==> config.mk <==
export PLATFORM = sky130hd
export DESIGN_NAME = tls_session_strip_detector_top
export DESIGN_NICKNAME = d
export VERILOG_FILES = /design/src/hdl/tssd_pkg.sv /design/src/hdl/tssd_front.sv /design/src/hdl/tssd_queue.sv /design/src/hdl/tssd_back.sv /design/src/hdl/tls_session_strip_detector_top.sv
export SDC_FILE = /design/constraint.sdc
export NUM_CORES = 2
export LEC_CHECK = 0
export ABC_AREA = 1
export BUFFER_PORTS_ARGS = -buffer_cell sky130_fd_sc_hd__buf_2
export CAP_MARGIN = 20
export CORE_UTILIZATION = 29
export CTS_BUF_LIST = sky130_fd_sc_hd__clkbuf_4 sky130_fd_sc_hd__clkbuf_8
export DETAILED_ROUTE_END_ITERATION = 12
export GPL_TIMING_DRIVEN = 0
export HOLD_SLACK_MARGIN = 0.12
export SLEW_MARGIN = 20
export SYNTH_ARGS = -nofsm -noshare
export SYNTH_HDL_FRONTEND = slang
export SYNTH_SLANG_ARGS = --single-unit
==> constraint.sdc <==
create_clock -name clk -period 21.8 [get_ports clk]
set_input_delay 4.36 -clock clk [delete_from_list [all_inputs] [get_ports clk]]
set_output_delay 4.36 -clock clk [all_outputs]
set_load 0.02 [all_outputs]
==> src/hdl/tssd_pkg.sv <==
// Shared types, constants and helpers for the TLS session strip detector.
package tssd_pkg;

  localparam int TableEntries = 16;
  localparam int IdxW = (TableEntries > 1) ? $clog2(TableEntries) : 1;

  localparam logic [15:0] LifetimeReset = 16'd60;
  localparam logic [15:0] WindowReset   = 16'd30;

  localparam logic [0:0] CfgLifetime = 1'b0;
  localparam logic [0:0] CfgWindow   = 1'b1;

  localparam logic [1:0] AlertNone  = 2'd0;
  localparam logic [1:0] AlertStrip = 2'd1;
  localparam logic [1:0] AlertWeak  = 2'd2;

  typedef struct packed {
    logic        mode;
    logic [31:0] cli_addr;
    logic [31:0] srv_addr;
    logic [31:0] now_seconds;
    logic [15:0] hello_version;
    logic [15:0] cipher_suite;
    logic        suite_present;
    logic        first_suite;
    logic        last_suite;
    logic        reply_plaintext;
  } in_item_t;

  typedef struct packed {
    logic [1:0]  alert_kind;
    logic [31:0] alert_client;
    logic [31:0] alert_server;
    logic [15:0] alert_version;
  } out_item_t;

  // Classified command passed from front to back.
  typedef struct packed {
    logic        is_resp;
    logic        do_store;
    logic        weak_mark;
    logic        plain;
    logic [31:0] cli_addr;
    logic [31:0] srv_addr;
    logic [31:0] now_seconds;
    logic [15:0] version;
  } cmd_t;

  typedef enum logic [1:0] {
    ST_IDLE,
    ST_SWEEP,
    ST_DONE
  } back_state_t;

  function automatic logic suite_is_weak(input logic [15:0] s);
    return (s == 16'h0001) || (s == 16'h0002) || (s == 16'h0003) ||
           (s == 16'h0004) || (s == 16'h0005) || (s == 16'h000a);
  endfunction

endpackage

==> src/hdl/tssd_front.sv <==
// Front end: accepts items, tracks the ClientHello being built, emits commands.
module tssd_front (
  input  logic               clk,
  input  logic               rst_n,
  input  logic               in_valid,
  output logic               in_ready,
  input  tssd_pkg::in_item_t in_data,
  output logic               cmd_valid,
  input  logic               cmd_ready,
  output tssd_pkg::cmd_t     cmd_data
);

  logic build_active_r, build_active_nxt;
  logic build_weak_r, build_weak_nxt;
  logic act, weak_now, acc;

  assign in_ready = cmd_ready;
  assign acc = in_valid && in_ready;

  always_comb begin
    act = build_active_r || in_data.first_suite;
    weak_now = (in_data.first_suite ? 1'b0 : build_weak_r) ||
               (in_data.suite_present && tssd_pkg::suite_is_weak(in_data.cipher_suite));
    build_active_nxt = build_active_r;
    build_weak_nxt = build_weak_r;
    if (acc && !in_data.mode) begin
      if (act && !in_data.last_suite) begin
        build_active_nxt = 1'b1;
        build_weak_nxt = weak_now;
      end else begin
        build_active_nxt = 1'b0;
        build_weak_nxt = 1'b0;
      end
    end
  end

  // Every item goes to the back end: each one purges.
  assign cmd_valid = in_valid;
  always_comb begin
    cmd_data.is_resp     = in_data.mode;
    cmd_data.do_store    = !in_data.mode && act && in_data.last_suite;
    cmd_data.weak_mark   = weak_now;
    cmd_data.plain       = in_data.reply_plaintext;
    cmd_data.cli_addr    = in_data.cli_addr;
    cmd_data.srv_addr    = in_data.srv_addr;
    cmd_data.now_seconds = in_data.now_seconds;
    cmd_data.version     = in_data.hello_version;
  end

  always_ff @(posedge clk) begin
    if (!rst_n) begin
      build_active_r <= 1'b0;
      build_weak_r <= 1'b0;
    end else begin
      build_active_r <= build_active_nxt;
      build_weak_r <= build_weak_nxt;
    end
  end

endmodule

==> src/hdl/tssd_queue.sv <==
// Two-entry command queue between front and back.
module tssd_queue (
  input  logic           clk,
  input  logic           rst_n,
  input  logic           wr_valid,
  output logic           wr_ready,
  input  tssd_pkg::cmd_t wr_data,
  output logic           rd_valid,
  input  logic           rd_ready,
  output tssd_pkg::cmd_t rd_data
);

  tssd_pkg::cmd_t mem_r [2];
  logic wp_r, rp_r;
  logic [1:0] cnt_r;
  logic wr_go, rd_go;

  assign wr_ready = cnt_r != 2'd2;
  assign rd_valid = cnt_r != 2'd0;
  assign rd_data  = mem_r[rp_r];
  assign wr_go = wr_valid && wr_ready;
  assign rd_go = rd_valid && rd_ready;

  always_ff @(posedge clk) begin
    if (wr_go) mem_r[wp_r] <= wr_data;
  end

  always_ff @(posedge clk) begin
    if (!rst_n) begin
      wp_r <= 1'b0;
      rp_r <= 1'b0;
      cnt_r <= 2'd0;
    end else begin
      if (wr_go) wp_r <= !wp_r;
      if (rd_go) rp_r <= !rp_r;
      cnt_r <= cnt_r + {1'b0, wr_go} - {1'b0, rd_go};
    end
  end

endmodule

==> src/hdl/tssd_back.sv <==
// Back end: sweeps the session table one entry a cycle for purge, match and victim.
module tssd_back (
  input  logic               clk,
  input  logic               rst_n,
  input  logic [15:0]        lifetime,
  input  logic [15:0]        window,
  input  logic               cmd_valid,
  output logic               cmd_ready,
  input  tssd_pkg::cmd_t     cmd_data,
  output logic               out_valid,
  input  logic               out_ready,
  output tssd_pkg::out_item_t out_data
);

  localparam int N = tssd_pkg::TableEntries;
  localparam int IW = tssd_pkg::IdxW;

  logic [N-1:0]  valid_r, valid_nxt;
  logic [63:0]   key_mem [N];
  logic [31:0]   time_mem [N];
  logic [15:0]   ver_mem [N];
  logic          weak_mem [N];
  logic [63:0]   key_rd_r;
  logic [31:0]   time_rd_r;
  logic [15:0]   ver_rd_r;
  logic          weak_rd_r;

  tssd_pkg::back_state_t state_r, state_nxt;
  tssd_pkg::cmd_t cmd_r, cmd_nxt;
  logic [IW-1:0] idx_r, idx_nxt;
  logic          hit_r, hit_nxt;
  logic [IW-1:0] hit_idx_r, hit_idx_nxt;
  logic          free_r, free_nxt;
  logic [IW-1:0] free_idx_r, free_idx_nxt;
  logic [31:0]   best_age_r, best_age_nxt;
  logic [IW-1:0] best_idx_r, best_idx_nxt;
  logic [1:0]    kind_r, kind_nxt;
  logic [15:0]   ver_r, ver_nxt;
  logic          ov_r, ov_nxt;
  tssd_pkg::out_item_t od_r, od_nxt;

  logic [31:0] age;
  logic        alive, match, wr_en, last_idx;
  logic [IW-1:0] wr_idx;

  assign age = cmd_r.now_seconds - time_rd_r;
  assign alive = valid_r[idx_r] && (age <= {16'd0, lifetime});
  assign match = alive && (key_rd_r == {cmd_r.cli_addr, cmd_r.srv_addr});
  assign last_idx = idx_r == IW'(N - 1);
  assign cmd_ready = state_r == tssd_pkg::ST_IDLE;
  assign out_valid = ov_r;
  assign out_data = od_r;

  always_comb begin
    state_nxt = state_r;
    cmd_nxt = cmd_r;
    idx_nxt = idx_r;
    hit_nxt = hit_r;
    hit_idx_nxt = hit_idx_r;
    free_nxt = free_r;
    free_idx_nxt = free_idx_r;
    best_age_nxt = best_age_r;
    best_idx_nxt = best_idx_r;
    kind_nxt = kind_r;
    ver_nxt = ver_r;
    valid_nxt = valid_r;
    ov_nxt = ov_r && !out_ready;
    od_nxt = od_r;
    wr_en = 1'b0;
    wr_idx = hit_idx_r;
    unique case (state_r)
      tssd_pkg::ST_IDLE: begin
        if (cmd_valid) begin
          cmd_nxt = cmd_data;
          idx_nxt = '0;
          hit_nxt = 1'b0;
          free_nxt = 1'b0;
          best_age_nxt = '0;
          best_idx_nxt = '0;
          kind_nxt = tssd_pkg::AlertNone;
          ver_nxt = '0;
          state_nxt = tssd_pkg::ST_SWEEP;
        end
      end
      tssd_pkg::ST_SWEEP: begin
        if (!alive) valid_nxt[idx_r] = 1'b0;
        if (match && !hit_r) begin
          hit_nxt = 1'b1;
          hit_idx_nxt = idx_r;
          if (cmd_r.is_resp) begin
            valid_nxt[idx_r] = 1'b0;
            ver_nxt = ver_rd_r;
            if (age <= {16'd0, window}) begin
              if (cmd_r.plain) kind_nxt = tssd_pkg::AlertStrip;
              else if (weak_rd_r) kind_nxt = tssd_pkg::AlertWeak;
            end
          end
        end
        if (!alive && !free_r) begin
          free_nxt = 1'b1;
          free_idx_nxt = idx_r;
        end
        if (idx_r == '0 || age > best_age_r) begin
          best_age_nxt = age;
          best_idx_nxt = idx_r;
        end
        if (last_idx) state_nxt = tssd_pkg::ST_DONE;
        else idx_nxt = idx_r + IW'(1);
      end
      tssd_pkg::ST_DONE: begin
        if (cmd_r.is_resp) begin
          if (!ov_nxt) begin
            ov_nxt = 1'b1;
            od_nxt.alert_kind = kind_r;
            od_nxt.alert_client = cmd_r.cli_addr;
            od_nxt.alert_server = cmd_r.srv_addr;
            od_nxt.alert_version = ver_r;
            state_nxt = tssd_pkg::ST_IDLE;
          end
        end else begin
          if (cmd_r.do_store) begin
            wr_en = 1'b1;
            wr_idx = hit_r ? hit_idx_r : (free_r ? free_idx_r : best_idx_r);
            valid_nxt[wr_idx] = 1'b1;
          end
          state_nxt = tssd_pkg::ST_IDLE;
        end
      end
      default: state_nxt = tssd_pkg::ST_IDLE;
    endcase
  end

  // Fetch the entry the sweep visits next so its data is registered on arrival.
  always_ff @(posedge clk) begin
    if (wr_en) begin
      key_mem[wr_idx]  <= {cmd_r.cli_addr, cmd_r.srv_addr};
      time_mem[wr_idx] <= cmd_r.now_seconds;
      ver_mem[wr_idx]  <= cmd_r.version;
      weak_mem[wr_idx] <= cmd_r.weak_mark;
    end
    key_rd_r  <= key_mem[idx_nxt];
    time_rd_r <= time_mem[idx_nxt];
    ver_rd_r  <= ver_mem[idx_nxt];
    weak_rd_r <= weak_mem[idx_nxt];
  end

  always_ff @(posedge clk) begin
    cmd_r <= cmd_nxt;
    idx_r <= idx_nxt;
    hit_r <= hit_nxt;
    hit_idx_r <= hit_idx_nxt;
    free_r <= free_nxt;
    free_idx_r <= free_idx_nxt;
    best_age_r <= best_age_nxt;
    best_idx_r <= best_idx_nxt;
    kind_r <= kind_nxt;
    ver_r <= ver_nxt;
    od_r <= od_nxt;
  end

  always_ff @(posedge clk) begin
    if (!rst_n) begin
      state_r <= tssd_pkg::ST_IDLE;
      valid_r <= '0;
      ov_r <= 1'b0;
    end else begin
      state_r <= state_nxt;
      valid_r <= valid_nxt;
      ov_r <= ov_nxt;
    end
  end

endmodule

==> src/hdl/tls_session_strip_detector_top.sv <==
// Top level of the TLS session strip detector.
//   channel | direction | payload
//   in_     | input     | in_item_t, one ClientHello suite or one response
//   out_    | output    | out_item_t, one result per response
//   cfg_    | input     | index 0 lifetime, 1 window, 16-bit data
// The back end finishes each item before taking the next: load, a sweep of one
// entry per cycle for purge, match and oldest-entry search, then store or result.
// The front end classifies combinationally; a two-entry queue decouples it.
// Reset clears the table valid bits, the hello tracker and the control registers.
// A held result stalls the back end; the queue then fills and drops in_ready.
// cfg is always ready.
module tls_session_strip_detector_top (
  input  logic                 clk,
  input  logic                 rst_n,
  input  logic                 in_valid,
  output logic                 in_ready,
  input  tssd_pkg::in_item_t   in_data,
  output logic                 out_valid,
  input  logic                 out_ready,
  output tssd_pkg::out_item_t  out_data,
  input  logic                 cfg_valid,
  output logic                 cfg_ready,
  input  logic [7:0]           cfg_index,
  input  logic [15:0]          cfg_data
);

  logic [15:0] lifetime_r, window_r;
  logic f_valid, f_ready, q_valid, q_ready;
  tssd_pkg::cmd_t f_data, q_data;

  assign cfg_ready = 1'b1;

  always_ff @(posedge clk) begin
    if (!rst_n) begin
      lifetime_r <= tssd_pkg::LifetimeReset;
      window_r <= tssd_pkg::WindowReset;
    end else if (cfg_valid && cfg_index[7:1] == 7'd0) begin
      if (cfg_index[0] == tssd_pkg::CfgLifetime) lifetime_r <= cfg_data;
      else window_r <= cfg_data;
    end
  end

  tssd_front u_front (
    .clk, .rst_n, .in_valid, .in_ready, .in_data,
    .cmd_valid(f_valid), .cmd_ready(f_ready), .cmd_data(f_data)
  );

  tssd_queue u_queue (
    .clk, .rst_n,
    .wr_valid(f_valid), .wr_ready(f_ready), .wr_data(f_data),
    .rd_valid(q_valid), .rd_ready(q_ready), .rd_data(q_data)
  );

  tssd_back u_back (
    .clk, .rst_n, .lifetime(lifetime_r), .window(window_r),
    .cmd_valid(q_valid), .cmd_ready(q_ready), .cmd_data(q_data),
    .out_valid, .out_ready, .out_data
  );

endmodule
==> results.json <==
{
  "status": "finished, final reports clean",
  "min_period_over_period_pct": 28.1,
  "wl_per_cell_um": 24.2,
  "fin_cells": 12800,
  "start_util_pct": 29.2,
  "die-area_mm2": 0.336,
  "ir_drop_uv": 141,
  "max_cap_violations": 0,
  "crit_path_max_fanout": 2,
  "synthArstFlopShare_pct": 0,
  "area_delta_synth_final_pct": 18.7,
  "dieHeight_um": 580,
  "hold_violations": 0,
  "fp.dieW_um": 580,
  "final_common_cell": "edfxtp_1",
  "worstMarginPinSlew_ns": 1.15,
  "ctsHtreeMaxLevel": 5,
  "dp_cells": 12100,
  "dr.pass1.iters": 7,
  "ys_seq_elements": 2476,
  "clockBufferDepth": 4,
  "clk_pin_slew_ns": 0.06,
  "power_density_mw_per_mm2": 153,
  "placed_area_mm2": 0.107,
  "synth_top_family_by_area": "compound AO/OA/AOI/OAI gates",
  "yosys.area.top_type": "edfxtp_1",
  "cp_cell_sequence": "inv_1, nand2_1, buf_2",
  "synthMuxAreaShare_pct": 0,
  "required_ns": 17.44,
  "drive_above_1_share_pct": 15.8,
  "postLayoutSetupSlackWorst_ns": 15.68,
  "cts_root_buffer": "clkbuf_8",
  "seq_area_frac_synth_pct": 75.0,
  "post-dp-hpwl_um": 216000,
  "setup_viol": 0,
  "fmax_mhz": 163,
  "post-route-min-period_ns": 6.12,
  "cts.sinks": 2476,
  "postRouteAntennaNets": 0,
  "gp_congestion": 0.875,
  "syn_avg_cell_area_um2": 13.2,
  "ios": 247,
  "synth_top_area_share_pct": 71.4,
  "yosys.area_share.simple_pct": 9.30,
  "cts_tree": "yes",
  "p_leak_uw": 0.0395,
  "core-area_mm2": 0.331,
  "cts_made_buffers": 395,
  "synth_compound_area_share_pct": 10.6,
  "yosys_warnings": 0,
  "synth_edf_count": 2302,
  "yosys-top-cells-area": "edfxtp_1, o21ai_0, nor2_1",
  "stdcell_area_mm2": 0.115,
  "synthDistinctLibCells": 58,
  "routed_wl_um": 311000,
  "rows": 211,
  "critPathMaxStageDelay_ns": 0.33,
  "nets": 8373,
  "drt_iter0_drc": 7979,
  "synthCells": 7333,
  "worst_skew_pair.late_latency_ns": 1.04,
  "drc": 0,
  "final_util_pct": 34.7,
  "critPathArrivalTime_ns": 1.76,
  "fin_tns_setup_ns": 0,
  "layout_common_cells": "edfxtp_1, nor2_1, o21ai_0, nand2_1, clkbuf_8",
  "slowest_stage": "dfxtp_1",
  "grt_pass1_wl_um": 441000,
  "synth_fp_nets": 7599,
  "critPathCaptureType": "primary output",
  "ctsHoldBuffers": 0,
  "grtUsageTotal_pct": 17.8,
  "syn_area_mm2": 0.0969,
  "slew_headroom_pct": 22.9,
  "pre_cts_slack_ns": 15.45,
  "path_class": "reg2out",
  "grt_overflow_total": 0,
  "cts_setup_buffers": 0,
  "synthAdderAreaFrac_pct": 1.35,
  "port_buffers": 245,
  "cts_resized": 0,
  "antenna_found_initial": 47,
  "skew_ns": 0.0769,
  "synth_ff_type": "edfxtp_1",
  "critPathLaunchType": "register",
  "drt-vias-per-instance": 5.07,
  "rsz0062_at_grt": "no",
  "holdCritPathClass": "reg2reg",
  "first_global_vias": 63800,
  "grt_max_degree": 27,
  "drv_slew": 0,
  "synth-xor-area-share_pct": 0.371,
  "dr_total_vias": 65000
}
where the power goes:
part	switching, uW	leakage (uW)	internal (uW)
registers	634	0.0223	6130
logic	4940	0.0129	1770
clock network	1880	0.00432	2240
flip-flops by register name, indices dropped and copies added (netlist names), 32 cells and up:
| signal | count |
|---|---|
| u_back.key_mem | 1024 |
| u_back.time_mem | 512 |
| u_back.ver_mem | 256 |
| u_queue.mem_r | 232 |
| u_back.cmd_r | 116 |
| u_back.out_data | 82 |
| u_back.key_rd_r | 64 |
| u_back.best_age_r | 32 |
| u_back.time_rd_r | 32 |
synth_stat cells, types with 116 or more instances:
| cell type | instances |
|---|---|
| o211ai_1 | 117 |
| dfxtp_1 | 174 |
| o21ai_0 | 901 |
| o22ai_1 | 116 |
| inv_1 | 369 |
| nand3_1 | 182 |
| o221ai_1 | 351 |
| edfxtp_1 | 2302 |
| nor2_1 | 1056 |
| clkbuf_1 | 243 |
| buf_2 | 151 |
| nand2_1 | 854 |
worst max-delay path: cells and delay by family (launching register included):
family,cells,cell delay [ns]
buf+inv,2,0.25
simple gates,1,0.15
flops,1,0.33
cell type report:
class / count / area (um^2)
tap: 4366 / 5460
buffer: 419 / 1840
inverter: 384 / 1440
fill: 31800 / 216000
multi-input combinational: 4054 / 21200
clock buffer: 570 / 6960
antenna: 16 / 40.0
sequential: 2476 / 72600
clock inverter: 158 / 1170
timing repair buffer: 377 / 4230
layer usage:
metal,global-route usage [%],wire [um],part of all wire [%]
met1,23.8,126000,41
met2,28.0,141000,45
met3,3.89,31000,10
met4,7.27,12800,4.1
met5,0,62,0.020
kinds of logic after synthesis:
| kind of cell | after synthesis |
|---|---|
| other cells | 1 |
| xor+xnor | 41 |
| compound gates | 1681 |
| buf+inv | 803 |
| simple gates | 2227 |
| flops | 2476 |
| fa+ha+maj | 104 |
final timing paths:
path,end,cells past startpoint,from,slack (ns)
setup / recovery,in_ready,3,u_queue.cnt_r[0],15.68
hold / removal,u_back.out_data[2],0,u_back.ver_r[2],0.42
setup reg to reg,u_back.ver_r[1],24,u_back.cmd_r[16],16.17
hold reg to reg,u_back.out_data[2],0,u_back.ver_r[2],0.42
through the flow:
stage | hold WS, ns | total power [uW]
after floorplan | 0.400 | 10300
after global placement | 0.408 | 13200
after detailed placement | 0.406 | 13400
after CTS | 0.420 | 17600
after global routing | 0.424 | 18400
final | 0.417 | 17600
(Power assumes the default switching activity.)
